$ cat config.mk
export PLATFORM = sky130hd
export DESIGN_NAME = nss_ctrl
export DESIGN_NICKNAME = d
export VERILOG_FILES = /design/src/rtl/nss_pkg.sv /design/src/rtl/nss_ctrl.sv
export SDC_FILE = /design/constraint.sdc
export NUM_CORES = 1
export LEC_CHECK = 0
export ABC_CLOCK_PERIOD_IN_PS = 1680
export BUFFER_PORTS_ARGS = -buffer_cell sky130_fd_sc_hd__buf_2
export CAP_MARGIN = 20
export CORE_ASPECT_RATIO = 0.5
export CORE_MARGIN = 2
export CORE_UTILIZATION = 31
export DETAILED_ROUTE_END_ITERATION = 7
export GPL_TIMING_DRIVEN = 0
export MAX_ROUTING_LAYER = met4
export PLACE_DENSITY_LB_ADDON = 0.25
export SYNTH_ARGS = -nofsm -noshare
export SYNTH_HDL_FRONTEND = slang
export SYNTH_SLANG_ARGS = --single-unit
$ cat constraint.sdc
create_clock -name clk -period 1.68 [get_ports clk]
set_input_delay 0 -clock clk [delete_from_list [all_inputs] [get_ports clk]]
set_output_delay 0 -clock clk [all_outputs]
set_load 0.02 [all_outputs]
$ cat src/rtl/nss_pkg.sv
// nss_pkg: shared constants, register codes and controller/datapath interface types
// for the nearest segment search block. No dependencies.
package nss_pkg;

  localparam int MAX_SEGMENTS_DEF = 1024;
  localparam int OFFSET_BITS_DEF  = 24;

  localparam int LAT_W       = 31;
  localparam int LON_W       = 32;
  localparam int COS_W       = 17;
  localparam int IDX_W       = 10;
  localparam int DIST_W      = 28;
  localparam int IN_TDATA_W  = 128;
  localparam int OUT_TDATA_W = 232;
  localparam int CFG_ADDR_W  = 2;
  localparam int CFG_DATA_W  = 32;

  localparam int T_FRAC          = 24;
  localparam int COS_MIN         = 655;
  localparam int COS_MAX         = 65536;
  localparam int MM_PER_UNIT_Q16 = 728727;
  localparam int MM_CONST_W      = 20;
  localparam int DIST_MAX        = 268435455;

  typedef enum logic [CFG_ADDR_W-1:0] {
    REG_QUERY_LAT = 2'd0,
    REG_QUERY_LON = 2'd1,
    REG_COS_LAT   = 2'd2
  } cfg_reg_t;

  typedef struct packed {
    logic load;
    logic off;
    logic lmul;
    logic rnd;
    logic mulx;
    logic muly;
    logic sum;
    logic cls;
    logic tmul;
    logic prnd;
    logic sqm;
    logic upd;
    logic fin;
    logic mm;
    logic emit;
  } nss_cmd_t;

  typedef struct packed {
    logic need_div;
    logic div_busy;
    logic sqrt_busy;
    logic last;
    logic out_busy;
  } nss_sts_t;

endpackage

$ cat src/rtl/nss_ctrl.sv
// nss_ctrl: sequencer of the nearest segment search; steps the datapath
// through one segment and the end-of-run result. Uses nss_pkg.
module nss_ctrl (
  input  logic              clk,
  input  logic              rst_n,
  input  logic              in_valid,
  output logic              in_ready,
  input  nss_pkg::nss_sts_t sts,
  output nss_pkg::nss_cmd_t cmd
);
  import nss_pkg::*;

  typedef enum logic [16:0] {
    S_IDLE = 17'b00000000000000001,
    S_OFF  = 17'b00000000000000010,
    S_LMUL = 17'b00000000000000100,
    S_RND  = 17'b00000000000001000,
    S_MULX = 17'b00000000000010000,
    S_MULY = 17'b00000000000100000,
    S_SUM  = 17'b00000000001000000,
    S_CLS  = 17'b00000000010000000,
    S_DIVT = 17'b00000000100000000,
    S_TMUL = 17'b00000001000000000,
    S_PRND = 17'b00000010000000000,
    S_SQM  = 17'b00000100000000000,
    S_UPD  = 17'b00001000000000000,
    S_FIN  = 17'b00010000000000000,
    S_FINW = 17'b00100000000000000,
    S_MM   = 17'b01000000000000000,
    S_OUT  = 17'b10000000000000000
  } state_t;

  state_t state_r, state_nxt;

  always_ff @(posedge clk) begin
    if (!rst_n) begin
      state_r <= S_IDLE;
    end else begin
      state_r <= state_nxt;
    end
  end

  always_comb begin
    state_nxt = state_r;
    cmd       = '0;
    in_ready  = 1'b0;
    case (state_r)
      S_IDLE: begin
        in_ready = 1'b1;
        if (in_valid) begin
          cmd.load  = 1'b1;
          state_nxt = S_OFF;
        end
      end
      S_OFF: begin
        cmd.off   = 1'b1;
        state_nxt = S_LMUL;
      end
      S_LMUL: begin
        cmd.lmul  = 1'b1;
        state_nxt = S_RND;
      end
      S_RND: begin
        cmd.rnd   = 1'b1;
        state_nxt = S_MULX;
      end
      S_MULX: begin
        cmd.mulx  = 1'b1;
        state_nxt = S_MULY;
      end
      S_MULY: begin
        cmd.muly  = 1'b1;
        state_nxt = S_SUM;
      end
      S_SUM: begin
        cmd.sum   = 1'b1;
        state_nxt = S_CLS;
      end
      S_CLS: begin
        cmd.cls   = 1'b1;
        state_nxt = sts.need_div ? S_DIVT : S_SQM;
      end
      S_DIVT: begin
        if (!sts.div_busy) state_nxt = S_TMUL;
      end
      S_TMUL: begin
        cmd.tmul  = 1'b1;
        state_nxt = S_PRND;
      end
      S_PRND: begin
        cmd.prnd  = 1'b1;
        state_nxt = S_SQM;
      end
      S_SQM: begin
        cmd.sqm   = 1'b1;
        state_nxt = S_UPD;
      end
      S_UPD: begin
        cmd.upd   = 1'b1;
        state_nxt = sts.last ? S_FIN : S_IDLE;
      end
      S_FIN: begin
        cmd.fin   = 1'b1;
        state_nxt = S_FINW;
      end
      S_FINW: begin
        if (!sts.div_busy && !sts.sqrt_busy) state_nxt = S_MM;
      end
      S_MM: begin
        cmd.mm    = 1'b1;
        state_nxt = S_OUT;
      end
      S_OUT: begin
        // hold until the previous result has left the output register
        if (!sts.out_busy) begin
          cmd.emit  = 1'b1;
          state_nxt = S_IDLE;
        end
      end
      default: state_nxt = S_IDLE;
    endcase
  end

endmodule

==> results.tsv, run 1 <==
stage	metric	value	unit
worst_setup_path	reg2reg_slack	-0.33	ns
floorplanning	die_w	88.3	um
floorplanning	start_util	32.2	%
logic_synthesis	synth_top_area_share	30.9	%
clock_network	cts_tree	built	
clock_network	worstSkewPairLatency	0.27	ns
logic_synthesis	synthAdderAreaFrac	0	%
finish	fin_area	1800	um2
pwr	power	1.18	mW
timing	worst-slew-pin-transition	0.631	ns
status	violations	setup timing	
worst_setup_path	crit_top_cell	buf_6	
logic_synthesis	ys_ff_latch	17	
floorplanning	fp.dieArea	4070	um2
clock_network	path_clk_slew	0.08	ns
pwr	cellLeakagePower	0.771	nW
grt	grt_pass1_wl	4790	um
logic_synthesis	synth_compound_area_share	11.9	%
placed_design	place_inst	202	
placed_design	post_dp_cell_area	1330	um2
min_path	hold_path.class	in2reg	
grt	antenna_found_initial	0	
grt	grt_overflow	0	
logic_synthesis	yosys_warnings	0	
run	maxCapViolCount	0	
drt	drtIter0Drc	38	
logic_synthesis	ys.flop_type	dfxtp_1	
logic_synthesis	synth_top_family_by_area	simple AND/OR/NAND/NOR gates	
timing	worst_slack	-0.330	ns
worst_setup_path	cp_num_buf_inv	3	
logic_synthesis	synth_xor_xnor_area_share	3.98	%
floorplanning	fp.dieH	46.1	um
floorplanning	row_count	15	
logic_synthesis	synth_mux_area_share	0	%
drt	routedWlPerCell	14.2	um
clock_network	cts.sinks	17	
finish	final_util	52.7	%
placed_design	routabilityCongestion	0.772	
logic_synthesis	syn-instance-count	128	
logic_synthesis	synth_edf_count	0	
finish	fillers	329	
clock_network	cts_buffers	3	
grt	grt_max_degree	10	
drt	wl	3250	um
finish	seq_area	360	um2
clock_network	cts_root_buf	clkbuf_8	
pwr	p_per_area	655	nW/um2
drt	drc	0	
finish	drive_gt1_share	57.9	%
worst_setup_path	critical_path_required	1.82	ns
logic_synthesis	syn_area	1100	um2
clock_network	htreeDepth	1	
placed_design	hpwlAfterDp	1980	um
drt	firstDrtPassIters	4	
worst_setup_path	worstPathCellList	nor4_4 > buf_4 > and4_1 > buf_6 > o2111a_2 > nand4b_1 > buf_6 > nor4_1	
grt	grt_pass1_vias	1003	
grt	grt_use_total	16.7	%
logic_synthesis	ys_seq_area_share	30.9	%
drt	antenna_left	0	
timing	timing.slew.headroom	57.3	%
finish	num_antenna_cells	0	
finish	area_growth	63.5	%
floorplanning	core	3420	um2
worst_setup_path	slowest_stage	nor4_4	
logic_synthesis	synth-simple-area-share	46.3	%
worst_setup_path	startpoint_type	flop	
logic_synthesis	synthTopCellsByArea	dfxtp_1 31%, nand2_1 4.8%, nor2_1 4.4%	
pwr	ir_drop	0.346	mV
floorplanning	pin_count	24	
timing	finalSetupViolCount	31	
timing	skew	0.00971	ns
worst_setup_path	crit_arrival	2.15	ns
logic_synthesis	synth_nets	136	
timing	fin_crit_sh	120	%
placed_design	port-buffer-count	23	
timing	rsz0062_at_grt	yes	
finish	largest_reg_flops	17	
logic_synthesis	async_flop_share	0	%
status	status	finished, violations left	
timing	max_freq	0.498	GHz
logic_synthesis	avgSynthCellArea	8.60	um2
timing	hold_viol_final	0	
clock_network	clockBufferDepth	2	
timing	fin_crit	2.01	ns
drt	vias	1159	
finish	finalNonFillerCells	229	
worst_setup_path	critPathMaxStageDelay	0.37	ns
finish	reg_top3	state_r: 17 flops	
finish	final_nets	187	
logic_synthesis	synth_cell_types	46	
timing	whs	0.00938	ns
worst_setup_path	critPathKind	reg2reg	
finish	regMostFlops	state_r	
timing	slew_violations	0	
worst_setup_path	crit_fanout	5	
drt	avgViaCountPerCell	5.06	
finish	multi_input_area	870	um2
worst_setup_path	crit_family	simple AND/OR/NAND/NOR gates	
logic_synthesis	synth_top_area_cell	dfxtp_1	
worst_setup_path	cp-end-kind	flop	
-- metal layers --
metal | GRT usage (%) | share of wire [%] | vias to the layer above
li1 | - | - | 574
met1 | 21.5 | 48 | 555
met2 | 23.2 | 46 | 23
met3 | 5.02 | 3.4 | 7
met4 | 10.0 | 2.1 | 0
met5 | - | 0 | -
-- Yosys cell counts (all sizes together), types with 2 or more instances --
library cell / number
or4: 2
nor4: 9
nand2: 14
dfxtp: 17
nor3b: 4
o21ai: 4
nor2: 13
and4: 2
nand4b: 4
inv: 7
nor3: 7
xor2: 4
nor4b: 4
o21a: 2
nor2b: 4
buf: 6
nand3: 5
-- logic make-up after synthesis --
logic type / after synthesis
AND/OR/NAND/NOR: 75
buffers and inverters: 14
flip-flops: 17
AO/OA/AOI/OAI: 17
XOR/XNOR: 5
-- worst register-to-register path, stage by stage, from the launching register on --
cell	delay [ns]
dfxtp_4	0.36
nor4_4	0.38
buf_4	0.19
and4_1	0.20
buf_6	0.11
o2111a_2	0.22
nand4b_1	0.21
buf_6	0.17
nor4_1	0.05
-- final timing paths --
kind | start | endpoint | cells after the start
worst max-delay path | state_r[8] | state_r[6] | 8
worst min-delay path | rst_n | state_r[16] | 2
worst max register to register | state_r[8] | state_r[6] | 8
worst min register to register | state_r[10] | state_r[12] | 2
-- stage by stage --
step | setup slack [ns] | setup TNS (ns)
2_1_floorplan | -0.0669 | -0.675
3_3_place_gp | -0.293 | -3.72
3_5_place_dp | -0.290 | -3.59
4_1_cts | -0.292 | -5.75
5_1_grt | -0.411 | -9.68
6_report | -0.330 | -7.02
-- where the power goes --
group	internal (mW)	total (mW)	switching (mW)	leakage (nW)
clock network	0.169	0.338	0.169	0.0228
logic	0.192	0.418	0.226	0.605
registers	0.408	0.423	0.0143	0.143
-- layout by cell type (no fill, tap or decap), types with 2 or more instances in the layout --
cell           count
nor2b_1            4
o21ai_0            4
inv_2              3
buf_4             23
nor3_4             4
nand2_1           10
buf_2             10
nand3_1            4
buf_6             16
nor4b_1            2
xor2_1             4
dfxtp_1            9
nor4b_2            2
nor4_4             4
o21a_1             2
dfxtp_4            4
nand2_4            3
nor2_2             4
inv_1              4
nand4b_1           3
nor2_1             6
dfxtp_2            4
dlygate4sd3_1      2
nor2_4             3
nor3b_4            2
nor4_1             4
nor3b_2            2
clkbuf_8           3
nor3_2             2
-- repair_timing --
| item | CTS | global route |
|---|---|---|
| setup buffers | 15 | 7 |
| gates cloned | 1 | 0 |
| hold endpoints to repair | 2 | 0 |
| gates resized for setup | 42 | 35 |
| hold buffers | 2 | 0 |
| endpoints found under the setup margin | 30 | 33 |
| pin swaps | 11 | 9 |
-- layout make-up --
cell class	count	share of cell area, %
timing repair buffer	47	21.0
tap	51	3.54
inverter	7	1.46
sequential	17	20.0
multi-input combinational	97	48.3
clock buffer	4	2.50
buffer	6	3.20
Note: power is estimated with default switching activity, not from simulation.
==> inputs of run 2 (changes only) <==
--- a/config.mk
+++ b/config.mk
@@ -5,7 +5,7 @@
 export SDC_FILE = /design/constraint.sdc
 export NUM_CORES = 1
 export LEC_CHECK = 0
-export ABC_CLOCK_PERIOD_IN_PS = 1680
+export ABC_CLOCK_PERIOD_IN_PS = 2500
 export BUFFER_PORTS_ARGS = -buffer_cell sky130_fd_sc_hd__buf_2
 export CAP_MARGIN = 20
 export CORE_ASPECT_RATIO = 0.5
@@ -15,6 +15,7 @@
 export GPL_TIMING_DRIVEN = 0
 export MAX_ROUTING_LAYER = met4
 export PLACE_DENSITY_LB_ADDON = 0.25
+export REMOVE_ABC_BUFFERS = 1
 export SYNTH_ARGS = -nofsm -noshare
 export SYNTH_HDL_FRONTEND = slang
 export SYNTH_SLANG_ARGS = --single-unit
==> constraint.sdc (replaced) <==
create_clock -name clk -period 2.5 [get_ports clk]
set_input_delay 0 -clock clk [delete_from_list [all_inputs] [get_ports clk]]
set_output_delay 0 -clock clk [all_outputs]
set_load 0.02 [all_outputs]
==> run 2 against run 1 <==
The flow now finishes without violations. Critical path depth fell by 3. Final cell count fell by 13%. Maximum frequency fell by 12%. Worst setup slack improved by 0.54 ns.
==> results.tsv, run 2 (synthesis gave the netlist of run 1 again) <==
stage	metric	value	unit
min_path	hold_path.class	in2reg	
finish	seq_area	340	um2
timing	finalSetupViolCount	0	
drt	drc	0	
timing	worst-slew-pin-transition	0.573	ns
clock_network	htreeDepth	1	
grt	grt_use_total	13.7	%
run	maxCapViolCount	0	
drt	vias	993	
pwr	cellLeakagePower	0.576	nW
clock_network	cts_buffers	3	
clock_network	path_clk_slew	0.06	ns
clock_network	cts_setup_buffers	0	
drt	drtIter0Drc	40	
finish	largest_reg_flops	17	
worst_setup_path	crit_arrival	2.44	ns
finish	fin_area	1290	um2
finish	final_cell_mix	23 x buf_2, 17 x dfxtp_1, 14 x nand2_1	
worst_setup_path	reg2reg_slack	0.21	ns
floorplanning	start_util	32.2	%
drt	antenna_left	0	
worst_setup_path	critPathKind	reg2reg	
clock_network	clockBufferDepth	2	
timing	hold_viol_final	0	
clock_network	cts.sinks	17	
floorplanning	row_count	15	
finish	fillers	372	
finish	final_nets	158	
clock_network	cts_root_buf	clkbuf_8	
worst_setup_path	crit_fanout	11	
placed_design	post_dp_cell_area	1230	um2
status	status	finished clean	
worst_setup_path	timing.rr.end	state_r[11]	
finish	num_antenna_cells	0	
drt	wl	2480	um
floorplanning	pin_count	24	
finish	multi_input_area	684	um2
min_path	worstHoldStart	sts[4]	
placed_design	routabilityCongestion	0.797	
finish	regMostFlops	state_r	
clock_network	cts_tree	built	
grt	grt_pass1_wl	4100	um
timing	rsz0062_at_grt	no	
pwr	p_per_area	505	nW/um2
finish	layout_commonest_cell	buf_2	
timing	final.setup.tns	0	ns
worst_setup_path	critical_path_required	2.65	ns
grt	grt_overflow	0	
pwr	ir_drop	0.157	mV
timing	slew_violations	0	
drt	avgViaCountPerCell	4.97	
drt	firstDrtPassIters	4	
finish	area_growth	16.8	%
min_path	min_path_cells	3	
floorplanning	die_w	88.3	um
timing	skew	0.00305	ns
floorplanning	fp.dieArea	4070	um2
floorplanning	fp.dieH	46.1	um
timing	fin_crit	2.29	ns
floorplanning	core	3420	um2
clock_network	worstSkewPairLatency	0.25	ns
worst_setup_path	cp-end-kind	flop	
timing	timing.slew.headroom	61.3	%
grt	antenna_found_initial	0	
placed_design	hpwlAfterDp	1950	um
worst_setup_path	reg2reg_from	state_r[10]	
worst_setup_path	startpoint_type	flop	
drt	routedWlPerCell	12.4	um
min_path	hold_end	state_r[8]	
timing	max_freq	0.437	GHz
placed_design	port-buffer-count	23	
worst_setup_path	reg2reg_depth	5	
grt	grt_max_degree	12	
finish	drive_gt1_share	26.2	%
timing	fin_crit_sh	91.6	%
grt	grt_pass1_vias	902	
finish	reg_top3	state_r: 17 flops	
run 2: cell count changes in the layout (fill, tap and decap cells not counted), sizes merged:
cell / previous run / this run
buf: 49 / 23
clkbuf: 6 / 3
clkinv: 0 / 1
dlygate4sd3: 2 / 1
run 2: worst max path at each step:
stage	start	to	slack (ns)	depth (start not counted)
2_1_floorplan	state_r[12]	state_r[11]	0.49	5
3_3_place_gp	state_r[10]	state_r[11]	0.21	5
3_5_place_dp	state_r[10]	state_r[11]	0.21	5
4_1_cts	state_r[10]	state_r[11]	0.19	5
5_1_grt	state_r[10]	state_r[11]	0.06	5
6_report	state_r[10]	state_r[11]	0.21	5
run 2: worst max-delay path: stages (launching register included):
cell	delay, ns
dfxtp_1	0.40
nor4_4	0.45
and4_1	0.38
o2111a_2	0.27
nand4b_1	0.45
o21ba_2	0.23
run 2: metrics by stage:
step / std cells / hold slack [ns] / setup WS, ns / util (%) / total power, mW
final: 200 / 0.0194 / 0.209 / 37.7 / 0.650
after global routing: 200 / 0.0172 / 0.0612 / 37.7 / 0.693
after CTS: 200 / 0.0156 / 0.187 / 37.7 / 0.661
after detailed placement: 195 / 0.270 / 0.211 / 36.0 / 0.456
after global placement: 195 / 0.255 / 0.211 / 36.0 / 0.456
after floorplan: 121 / 0.0895 / 0.493 / - / 0.413
run 2: area by class of cell:
class	instances	area share [%]
repair buffers	24	9.73
flip-flops and latches	17	26.5
multi-input cells	97	53.2
clock buffers	3	3.21
inverters	7	2.04
clock inverters	1	0.389
well taps	51	4.96
run 2: what timing repair did:
action / in CTS / in global routing
hold endpoints to repair: 1 / 0
gates resized for setup: 0 / 0
endpoints found under the setup margin: 0 / 0
hold buffers: 1 / 0
run 2: per-layer routing:
layer  track usage, %  wire [um]
met3             3.76         86
met1             17.5       1290
met4             2.73          0
met5                -          0
met2             22.3       1100
run 2: report_power, final:
group	internal [mW]	switching, mW
sequential	0.278	0.0173
clock	0.110	0.0895
combinational	0.0630	0.0914
total	0.452	0.198
